File: src/rtl/core/brts_pkg.sv
// ----------------------------------------------------------------------------
// brts_pkg
// Shared constants, operation codes and controller/datapath interface types
// for the bilinear RGBA table sampler.
// ----------------------------------------------------------------------------
`default_nettype none

package brts_pkg;

  // Table geometry and channel format
  localparam int unsigned MAX_COLUMNS  = 256;
  localparam int unsigned MAX_ROWS     = 256;
  localparam int unsigned CHANNEL_BITS = 8;
  localparam int unsigned NUM_CHANNELS = 4;

  localparam int unsigned COL_W    = $clog2(MAX_COLUMNS);
  localparam int unsigned ROW_W    = $clog2(MAX_ROWS);
  localparam int unsigned COL_SZ_W = $clog2(MAX_COLUMNS + 1);
  localparam int unsigned ROW_SZ_W = $clog2(MAX_ROWS + 1);
  localparam int unsigned MEM_DEPTH = MAX_COLUMNS * MAX_ROWS;
  localparam int unsigned ADDR_W    = $clog2(MEM_DEPTH);
  localparam int unsigned TEXEL_W   = NUM_CHANNELS * CHANNEL_BITS;

  // Port widths fixed by the interface
  localparam int unsigned OP_W      = 2;
  localparam int unsigned IDX_IN_W  = 8;
  localparam int unsigned CODE_IN_W = 8;
  localparam int unsigned POS_W     = 17;
  localparam int unsigned OUT_W     = 16;
  localparam int unsigned CFG_W     = 9;
  localparam int unsigned CFG_IDX_W = 1;

  // Fixed-point layout
  localparam int unsigned FRAC_W   = 16;
  localparam int unsigned OUT_FRAC = OUT_W - CHANNEL_BITS;
  localparam int unsigned SX_W     = FRAC_W + COL_W;
  localparam int unsigned SY_W     = FRAC_W + ROW_W;
  localparam int unsigned AB_W     = CHANNEL_BITS + FRAC_W;
  localparam int unsigned V_W      = CHANNEL_BITS + 2 * FRAC_W;

  localparam logic [POS_W-1:0] POS_ONE   = POS_W'(1) << FRAC_W;
  localparam logic [CFG_W-1:0] CFG_RESET = CFG_W'(256);

  // Operation codes
  localparam logic [OP_W-1:0] OP_WRITE  = 2'd0;
  localparam logic [OP_W-1:0] OP_READ   = 2'd1;
  localparam logic [OP_W-1:0] OP_SAMPLE = 2'd2;
  localparam logic [OP_W-1:0] OP_CLEAR  = 2'd3;

  // Configuration register indexes
  localparam logic [CFG_IDX_W-1:0] CFG_WIDTH  = 1'b0;
  localparam logic [CFG_IDX_W-1:0] CFG_HEIGHT = 1'b1;

  typedef struct packed {
    logic       latch;      // capture the input item
    logic       prep;       // register scaled sample positions
    logic       wr_en;      // texel write (gated by index check)
    logic       rd_en;      // table read
    logic       fetch;      // read address from sample neighbours
    logic [1:0] fetch_idx;  // bit 0: ceil column, bit 1: ceil row
    logic       clr_start;  // reset the clear sweep counters
    logic       clr_en;     // write one texel of the clear sweep
    logic       lerp_x;
    logic       lerp_y;
    logic       load_out;   // load the result register
  } brts_cmd_t;

  typedef struct packed {
    logic [OP_W-1:0] op;
    logic            clr_last;
  } brts_status_t;

  function automatic logic [ADDR_W-1:0] texel_addr(input logic [ROW_W-1:0] r,
                                                   input logic [COL_W-1:0] c);
    return ADDR_W'(ADDR_W'(r) * ADDR_W'(MAX_COLUMNS) + ADDR_W'(c));
  endfunction

endpackage

`default_nettype wire

File: src/rtl/core/brts_ctrl.sv
// ----------------------------------------------------------------------------
// brts_ctrl
// Sequencer for the table sampler: accepts one item, steps the datapath
// through its operation and hands the result to the output register.
// ----------------------------------------------------------------------------
`default_nettype none

module brts_ctrl import brts_pkg::*; (
  input  wire logic         clk_i,
  input  wire logic         rst_ni,
  input  wire logic         in_valid_i,
  output logic              in_stall_o,
  output logic              out_valid_o,
  input  wire logic         out_stall_i,
  output brts_cmd_t         cmd_o,
  input  wire brts_status_t status_i
);

  localparam logic [2:0] S_IDLE  = 3'd0;
  localparam logic [2:0] S_PREP  = 3'd1;
  localparam logic [2:0] S_FETCH = 3'd2;
  localparam logic [2:0] S_DRAIN = 3'd3;
  localparam logic [2:0] S_LERPX = 3'd4;
  localparam logic [2:0] S_LERPY = 3'd5;
  localparam logic [2:0] S_CLEAR = 3'd6;
  localparam logic [2:0] S_DONE  = 3'd7;

  logic [2:0] state_q, state_d;
  logic [1:0] fetch_idx_q, fetch_idx_d;
  logic       out_valid_q, out_valid_d;
  logic       out_free;

  assign in_stall_o  = (state_q != S_IDLE);
  assign out_valid_o = out_valid_q;
  assign out_free    = !out_valid_q || !out_stall_i;

  always_comb begin
    state_d     = state_q;
    fetch_idx_d = fetch_idx_q;
    cmd_o       = '0;
    unique case (state_q)
      S_IDLE: begin
        if (in_valid_i) begin
          cmd_o.latch = 1'b1;
          state_d     = S_PREP;
        end
      end
      S_PREP: begin
        unique case (status_i.op)
          OP_WRITE: begin
            cmd_o.wr_en = 1'b1;
            state_d     = S_DONE;
          end
          OP_READ: begin
            cmd_o.rd_en = 1'b1;
            state_d     = S_DONE;
          end
          OP_SAMPLE: begin
            cmd_o.prep  = 1'b1;
            fetch_idx_d = '0;
            state_d     = S_FETCH;
          end
          OP_CLEAR: begin
            cmd_o.clr_start = 1'b1;
            state_d         = S_CLEAR;
          end
          default: state_d = S_DONE;
        endcase
      end
      S_FETCH: begin
        cmd_o.rd_en     = 1'b1;
        cmd_o.fetch     = 1'b1;
        cmd_o.fetch_idx = fetch_idx_q;
        fetch_idx_d     = fetch_idx_q + 2'd1;
        if (fetch_idx_q == 2'd3) state_d = S_DRAIN;
      end
      S_DRAIN: state_d = S_LERPX;
      S_LERPX: begin
        cmd_o.lerp_x = 1'b1;
        state_d      = S_LERPY;
      end
      S_LERPY: begin
        cmd_o.lerp_y = 1'b1;
        state_d      = S_DONE;
      end
      S_CLEAR: begin
        cmd_o.clr_en = 1'b1;
        if (status_i.clr_last) state_d = S_DONE;
      end
      S_DONE: begin
        if (out_free) begin
          cmd_o.load_out = 1'b1;
          state_d        = S_IDLE;
        end
      end
      default: state_d = S_IDLE;
    endcase
  end

  always_comb begin
    out_valid_d = out_valid_q;
    if (cmd_o.load_out) begin
      out_valid_d = 1'b1;
    end else if (!out_stall_i) begin
      out_valid_d = 1'b0;
    end
  end

  always_ff @(posedge clk_i or negedge rst_ni) begin
    if (!rst_ni) begin
      state_q     <= S_IDLE;
      fetch_idx_q <= '0;
      out_valid_q <= 1'b0;
    end else begin
      state_q     <= state_d;
      fetch_idx_q <= fetch_idx_d;
      out_valid_q <= out_valid_d;
    end
  end

endmodule

`default_nettype wire

File: config.mk
export PLATFORM = sky130hd
export DESIGN_NAME = brts_ctrl
export DESIGN_NICKNAME = d
export VERILOG_FILES = /design/src/rtl/core/brts_pkg.sv /design/src/rtl/core/brts_ctrl.sv
export SDC_FILE = /design/constraint.sdc
export NUM_CORES = 1
export LEC_CHECK = 0
export BUFFER_PORTS_ARGS = -buffer_cell sky130_fd_sc_hd__buf_2
export CAP_MARGIN = 15
export CORE_AREA = 2 2 39 41
export CTS_CLUSTER_DIAMETER = 80
export DETAILED_ROUTE_END_ITERATION = 7
export DIE_AREA = 0 0 41 43
export MAX_ROUTING_LAYER = met4
export PLACE_DENSITY = 0.78
export SETUP_SLACK_MARGIN = 0.3
export SYNTH_ARGS = -nofsm -noshare
export SYNTH_HDL_FRONTEND = slang
export SYNTH_SLANG_ARGS = --single-unit
File: constraint.sdc
create_clock -name clk_i -period 2.2 [get_ports clk_i]
set_clock_uncertainty 0.05 [all_clocks]
set_input_delay 0.11 -clock clk_i [delete_from_list [all_inputs] [get_ports clk_i]]
set_output_delay 0.11 -clock clk_i [all_outputs]
set_load 0.02 [all_outputs]
Word-level counts from Yosys, hierarchy flattened
Cells that the tools add are included.
Widths: inputs -> output; s select.
{"block": "classes", "n_addsub": 1, "n_eq_ne": 17, "muxes": 25, "reduce_logical": 10}
{"cell": "$pmux 3 s8", "count": 1}
{"cell": "$mux 3", "count": 5}
{"cell": "$mux 1", "count": 14}
{"cell": "$eq 3x3->1 const B", "count": 4}
{"cell": "$pmux 3 s3", "count": 1}
{"cell": "$ne 2x2->1 const B", "count": 4}
{"cell": "$eq 2x2->1 const B", "count": 3}
{"cell": "$eq 3x2->1 const B", "count": 2}
{"cell": "$mux 2", "count": 2}
{"cell": "$ne 2x1->1 const B", "count": 2}
{"cell": "$pmux 2 s2", "count": 1}
{"cell": "$reduce_and 4->1", "count": 1}
{"cell": "$eq 3x1->1 const B", "count": 1}
{"cell": "$logic_not 3->1", "count": 1}
{"cell": "$reduce_bool 3->1", "count": 1}
{"cell": "$add 2x1->2 const B", "count": 1}
{"cell": "$eq 2x1->1 const B", "count": 1}
{"cell": "$logic_not 1->1", "count": 2}
{"cell": "$logic_not 2->1", "count": 1}
{"cell": "$pmux 1 s2", "count": 1}
{"cell": "$reduce_and 2->1", "count": 1}
{"cell": "$reduce_bool 2->1", "count": 1}
{"cell": "$reduce_or 2->1", "count": 1}
{"cell": "$logic_or 1x1->1", "count": 1}
{"block": "totals", "regBits": 6, "in_bits": 7, "output_inout_bits": 14, "word_cells": 56}

Depth between registers and ports, before layout
Gate-level depths: netlist of the first run.
{"block": "logic_depth", "depth_word": 5, "depth_mapped": 7, "mapped_depth_nobuf": 6}

Worst setup path after synthesis of the first run
Ideal clock, no wire load.
{"block": "synth_timing", "kind": "reg2out", "from": "register state_q[0]", "to": "output port cmd_o[6] (netlist name)", "arrival_time_ns": 1.442, "t_required_ns": 2.040, "path_slack_ns": 0.598, "stages_incl_launch_ff": 6, "n_path_buf": 0, "cell_sequence": "dfrtp_1 inv_1 ha_1 inv_2 nor2_1 and2_1"}
{"item": "start: declaration", "line": "brts_ctrl.sv:28", "source": "logic [2:0] state_q, state_d;"}
{"item": "start signal: assignment", "line": "brts_ctrl.sv:115", "source": "state_q <= state_d;"}
{"item": "end: declaration", "line": "brts_ctrl.sv:15", "source": "output brts_cmd_t cmd_o,"}

==> results of run 1 <==
[area by class of cell]
cell class,count,area (µm²)
tap,16,20.0
timing repair buffer,21,110
multi-input combinational,45,337
inverter,6,22.5
clock buffer,3,22.5
sequential,6,150
fill,142,722
[final timing paths]
| check | endpoint | depth (start not counted) |
|---|---|---|
| worst max-delay path | cmd_o[6] | 6 |
| worst min-delay path | out_valid_o | 3 |
| worst max register to register | state_q[1] | 6 |
| worst min register to register | fetch_idx_q[1] | 1 |
| max in group asynchronous | state_q[0] | 2 |
| min in group asynchronous | fetch_idx_q[0] | 2 |
[cell families after synthesis]
group           Yosys count  share of synthesized area
compound gates           11                      0.195
simple gates             26                      0.259
fa+ha+maj                 5                      0.119
flops                     6                      0.285
buf+inv                   9                     0.0760
mux                       3                     0.0665
[cell usage after synthesis]
| cell type | instances | area [µm²] |
|---|---|---|
| a21oi_1 | 4 | 20.0 |
| a31o_2 | 1 | 8.76 |
| a32o_1 | 1 | 10.0 |
| and2_1 | 3 | 18.8 |
| and2_2 | 1 | 7.51 |
| and2b_1 | 1 | 7.51 |
| and3_1 | 1 | 6.26 |
| buf_2 | 2 | 10.0 |
| buf_4 | 1 | 7.51 |
| dfrtp_1 | 6 | 150 |
| ha_1 | 5 | 62.6 |
| inv_1 | 5 | 18.8 |
| inv_2 | 1 | 3.75 |
| mux2_4 | 1 | 15.0 |
| mux2i_1 | 2 | 20.0 |
| nand2_1 | 5 | 18.8 |
| nand2b_1 | 3 | 18.8 |
| nand3b_1 | 1 | 7.51 |
| nor2_1 | 6 | 22.5 |
| nor2_2 | 2 | 12.5 |
| nor2b_1 | 1 | 6.26 |
| nor3_1 | 2 | 10.0 |
| o21ai_2 | 1 | 8.76 |
| o32a_1 | 1 | 10.0 |
| o32ai_4 | 1 | 27.5 |
| o41ai_1 | 2 | 17.5 |
[timing repair]
action | CTS | global route
hold endpoints to repair | 6 | 0
hold buffers | 1 | 0
gates resized for setup | 0 | 0
endpoints found under the setup margin | 0 | 0
[metal layers]
layer,vias to the layer above,routed length [µm],track usage
li1,247,-,-
met1,194,506,0.197
met2,16,492,0.197
met3,0,54,0.0157
met4,0,0,0.0600
met5,-,0,-
[sequential cells by signal (all words and copies together), names as in the netlist]
name         cells
out_valid_o      1
fetch_idx_q      2
state_q          3
[tightest hold or removal path, stage by stage]
cell,delay (ps)
buf_2,90
nand2_1,80
nand2_1,60
[through the flow]
step           utilization  hold WS (ps)  cells  worst slack, ps  total power, mW
2_1_floorplan            -          -236     60              598            0.729
3_3_place_gp         0.455          -115     93              560            0.842
3_5_place_dp         0.455          -114     93              510            0.862
4_1_cts              0.478          88.1     97              430            0.964
5_1_grt              0.478           130     97              307             1.04
6_report             0.478          94.9     97              435            0.956
[where the power goes]
part / total, mW / switching (mW) / internal (mW)
Sequential: 0.235 / 0.0711 / 0.163
Combinational: 0.627 / 0.350 / 0.277
Clock: 0.0944 / 0.0331 / 0.0613
==> metrics.md, run 1 <==
| Metric | Value |
|---|---|
| TritonCTS Buffers | 3 |
| Worst Path Max Fanout | 5 |
| Crit path capture type | output port |
| Post-Syn Area per Cell | 8.78 µm² |
| Largest net degree at the start of global routing | 17 |
| Post-CTS setup buffer count | 0 |
| Syn_nets | 72 |
| Sequential share of the synthesized area | 0.285 |
| CP max stage cell | dfrtp_1 |
| Initial DRT Pass Iterations | 4 |
| Antenna-violating nets left | 0 |
| VDD IR-drop max | 0.000652 V |
| CP Data Arrival Time | 1600 ps |
| CTS tree | done |
| Area grow syn2layout | 25.7% |
| Worst path top cell family by delay | flip-flops |
| All-Layer GR Usage | 0.140 |
| Worst R2R Start | state_q[0] |
| RSZ-0062 raised after global routing | false |
| Max clock buf depth | 2 |
| PwrDens | 1440 nW/µm² |
| Commonest cells after routing, fill and taps aside | 20 x buf_2, 6 x nor2_1, 6 x dfrtp_1 |
| Vias in the first global route | 423 |
| # rows | 14 |
| Worst hold path class | primary input to register |
| Most common cell after layout, fill and taps aside | buf_2 |
| Post-synth cell types | 26 |
| Rel. slew slack | 0.677 |
| Post-DP HPWL | 840 µm |
| Placement Cell Area | 629 µm² |
| Die Wd | 41 µm |
| Hold Crit Start | out_stall_i |
| Chip height | 43 µm |
| CP Class | register to output port |
| Grt total ovfl | 0 |
| Final Hold Vio Count | 0 |
| Post-Synthesis Cells | 60 |
| Critical path origin | state_q[0] |
| CTS sink count | 6 |
| First-pass GRT wire length | 1660 µm |
| Initial antenna violation count | 0 |
| Cell area after synthesis | 527 µm² |
| Fmax | 567 MHz |
| Synth Register Bits | 6 |
| Final Cell Area | 662 µm² |
| Placeable Area | 1380 µm² |
| Final wirelength | 1050 µm |
| Reg clk slew, reported paths | 40 ps |
| Ys Warns | 0 |
| Buf/Inv on CP | 3 |
| Fin Setup TNS | 0 ps |
| CTS Root Cell | clkbuf_4 |
| Max-slew violation count | 0 |
| Routability Congestion | 0.758 |
| Worst Setup Start Kind | register |
| Max-Cap Viols | 0 |
| Crit-path cells | inv_1 -> ha_1 -> inv_2 -> nor2_1 -> and2_1 -> buf_2 |
| Final min period | 1760 ps |
| Drc violations | 0 |
| I/O Buffers | 20 |
| Setup-failing EPs final | 0 |
| Area of the die | 1760 µm² |
| Worst-Margin Slew | 484 ps |
| Delay of the slowest critical-path stage | 390 ps |
| CTS HTree Levels | 1 |
| Diode count | 0 |
| Total number of vias | 457 |
| Status | completed |
| Clk_lat worst skew | 230 ps |
| Routed wire per std cell | 10.9 µm |
| Initial Utilization | 0.381 |
| Vias per cell | 4.71 |
| I/O pin cnt | 21 |
| Initial drt markers | 7 |
| Worst reg2reg setup slack | 500 ps |
| Static Leak | 0.363 nW |
| Required @ worst endpoint | 2040 ps |
| Fraction of layout cells with a size suffix above 1 | 0.383 |
| Final Cycle Share | 0.802 |
| Final #Nets | 95 |
No activity file was read; power rests on OpenSTA's default activity.
==> run 2, diff against run 1 <==
PLACE_DENSITY = 0.81   (was 0.78)
clock period = 1.5 ns   (was 2.2 ns; I/O delays follow)
==> metrics.md, run 2 (synthesis results as in run 1) <==
| Metric | Value |
|---|---|
| RSZ-0062 raised after global routing | true |
| I/O Buffers | 20 |
| Final min period | 1610 ps |
| Drc violations | 0 |
| # fillers | 107 |
| CTS Root Cell | clkbuf_4 |
| Final Hold Vio Count | 0 |
| Int Power | 1.16 mW |
| Antenna-violating nets left | 0 |
| Worst hold path class | primary input to register |
| Vias in the first global route | 564 |
| Final Non-Filler Cells | 110 |
| Delay of the slowest critical-path stage | 370 ps |
| Worst Hold End | out_valid_o |
| Max-slew violation count | 0 |
| Setup-failing EPs final | 5 |
| Max reg flops | 3 |
| Largest net degree at the start of global routing | 9 |
| Max-Cap Viols | 0 |
| I/O pin cnt | 21 |
| VDD IR-drop max | 0.00122 V |
| All-Layer GR Usage | 0.205 |
| Placeable Area | 1380 µm² |
| Most common cell after layout, fill and taps aside | buf_4 |
| CP Class | register to register |
| Initial Utilization | 0.381 |
| # rows | 14 |
| Grt total ovfl | 0 |
| Failing checks | setup timing |
| Final #Nets | 108 |
| CTS tree | done |
| Chip height | 43 µm |
| Routability Congestion | 0.869 |
| Fraction of layout cells with a size suffix above 1 | 0.691 |
| Worst reg2reg path depth | 7 |
| Comb power frac | 0.781 |
| Worst Path Max Fanout | 4 |
| Area of the die | 1760 µm² |
| Rel. slew slack | 0.786 |
| Hold path cells | 3 |
| Vias per cell | 5.14 |
| Initial antenna violation count | 0 |
| Status | finished, violations left |
| Net switching fraction of the power | 0.435 |
| PwrDens | 2190 nW/µm² |
| Required @ worst endpoint | 1600 ps |
| CP Data Arrival Time | 1710 ps |
| Reg clk slew, reported paths | 40 ps |
| Register name with the most flops | state_q |
| Diode count | 0 |
| Post-placement cell count | 101 |
| Initial DRT Pass Iterations | 4 |
| Crit path capture type | register |
| Worst reg2reg setup slack | -110 ps |
| Clk_lat worst skew | 240 ps |
| Fmax | 622 MHz |
| CP max stage cell | dfrtp_1 |
| Max clock buf depth | 2 |
| Final worst slack | -107 ps |
| Initial drt markers | 18 |
| CTS HTree Levels | 1 |
| TritonCTS Buffers | 3 |
| Switch Pwr | 0.895 mW |
| Clk network pwr share | 0.069 |
| Final wirelength | 1450 µm |
| Reg2reg end | state_q[0] |
| Final Cycle Share | 1.07 |
| Static Leak | 0.454 nW |
| Hold Crit Start | out_stall_i |
| Worst R2R Start | state_q[0] |
| CTS sink count | 6 |
| Total number of vias | 565 |
| First-pass GRT wire length | 2240 µm |
| Sequential fraction of design power | 0.150 |
| Routed wire per std cell | 13.2 µm |
| Post-DP HPWL | 966 µm |
| Fin Setup TNS | -339 ps |
| Commonest cells after routing, fill and taps aside | 15 x buf_4, 10 x buf_6, 8 x buf_2 |
| Worst Setup Start Kind | register |
| Area grow syn2layout | 77.9% |
| Crit-path cells | inv_2 -> ha_2 -> inv_4 -> nor2_2 -> o32ai_4 -> buf_4 -> mux2i_2 |
| Worst-Margin Slew | 317 ps |
| Die Wd | 41 µm |
==> run 2: cell count changes in the layout (fill, tap and decap cells not counted), sizes merged <==
cell,previous run,this run
buf,20,33
==> run 2: final cells by class <==
class / instances / area [µm²] / area share
tap: 16 / 20.0 / 0.0214
multi-input combinational: 45 / 443 / 0.473
inverter: 6 / 25.0 / 0.0267
sequential: 6 / 151 / 0.162
clock buffer: 3 / 22.5 / 0.0240
timing repair buffer: 34 / 275 / 0.294
==> run 2: per-layer routing <==
metal	global-route usage	up-vias	part of all wire	wire length, µm
met4	0.240	0	0.089	129
li1	-	272	-	-
met3	0.0262	16	0.055	80
met5	-	-	0	0
met1	0.185	246	0.37	535
met2	0.313	31	0.49	707
==> run 2: what timing repair did <==
item                                    4_1_cts  5_1_grt
endpoints found under the setup margin       18       18
pin swaps                                     4        2
gates resized for setup                      33        5
setup buffers                                 4        1
hold endpoints to repair                      6        0
hold buffers                                  1        0
==> run 2: power by group through the flow <==
stage                     Combinational [mW]  Sequential (mW)  Clock (mW)
final                                   1.61            0.308       0.142
after global routing                    1.73            0.318       0.165
after CTS                               1.50            0.299       0.151
after detailed placement                1.16            0.335           0
after global placement                  1.14            0.327           0
after floorplan                        0.852            0.326           0
==> run 2: critical path: cells and delay by family, from the launching register on <==
kind / cells / cell delay [ps]
multiplexers: 1 / 220
AO/OA/AOI/OAI: 1 / 300
buffers and inverters: 3 / 320
AND/OR/NAND/NOR: 1 / 60
adder cells (fa/ha/maj): 1 / 200
flip-flops: 1 / 370
==> run 2: worst max path at each step <==
stage | startpoint | end
2_1_floorplan | state_q[0] | state_q[1]
3_3_place_gp | state_q[1] | state_q[2]
3_5_place_dp | state_q[0] | state_q[1]
4_1_cts | state_q[1] | state_q[1]
5_1_grt | state_q[0] | state_q[0]
6_report | state_q[0] | state_q[0]
==> run 2: through the flow <==
stage | setup slack [ps] | util | power, mW | area (µm²) | hold WS (ps)
2_1_floorplan | -30.3 | - | 1.18 | 579 | -271
3_3_place_gp | -61.1 | 0.532 | 1.47 | 736 | -146
3_5_place_dp | -67.3 | 0.532 | 1.50 | 736 | -148
4_1_cts | -59.2 | 0.658 | 1.95 | 911 | 34.5
5_1_grt | -197 | 0.677 | 2.21 | 937 | 50.2
6_report | -107 | 0.677 | 2.06 | 937 | 40.9
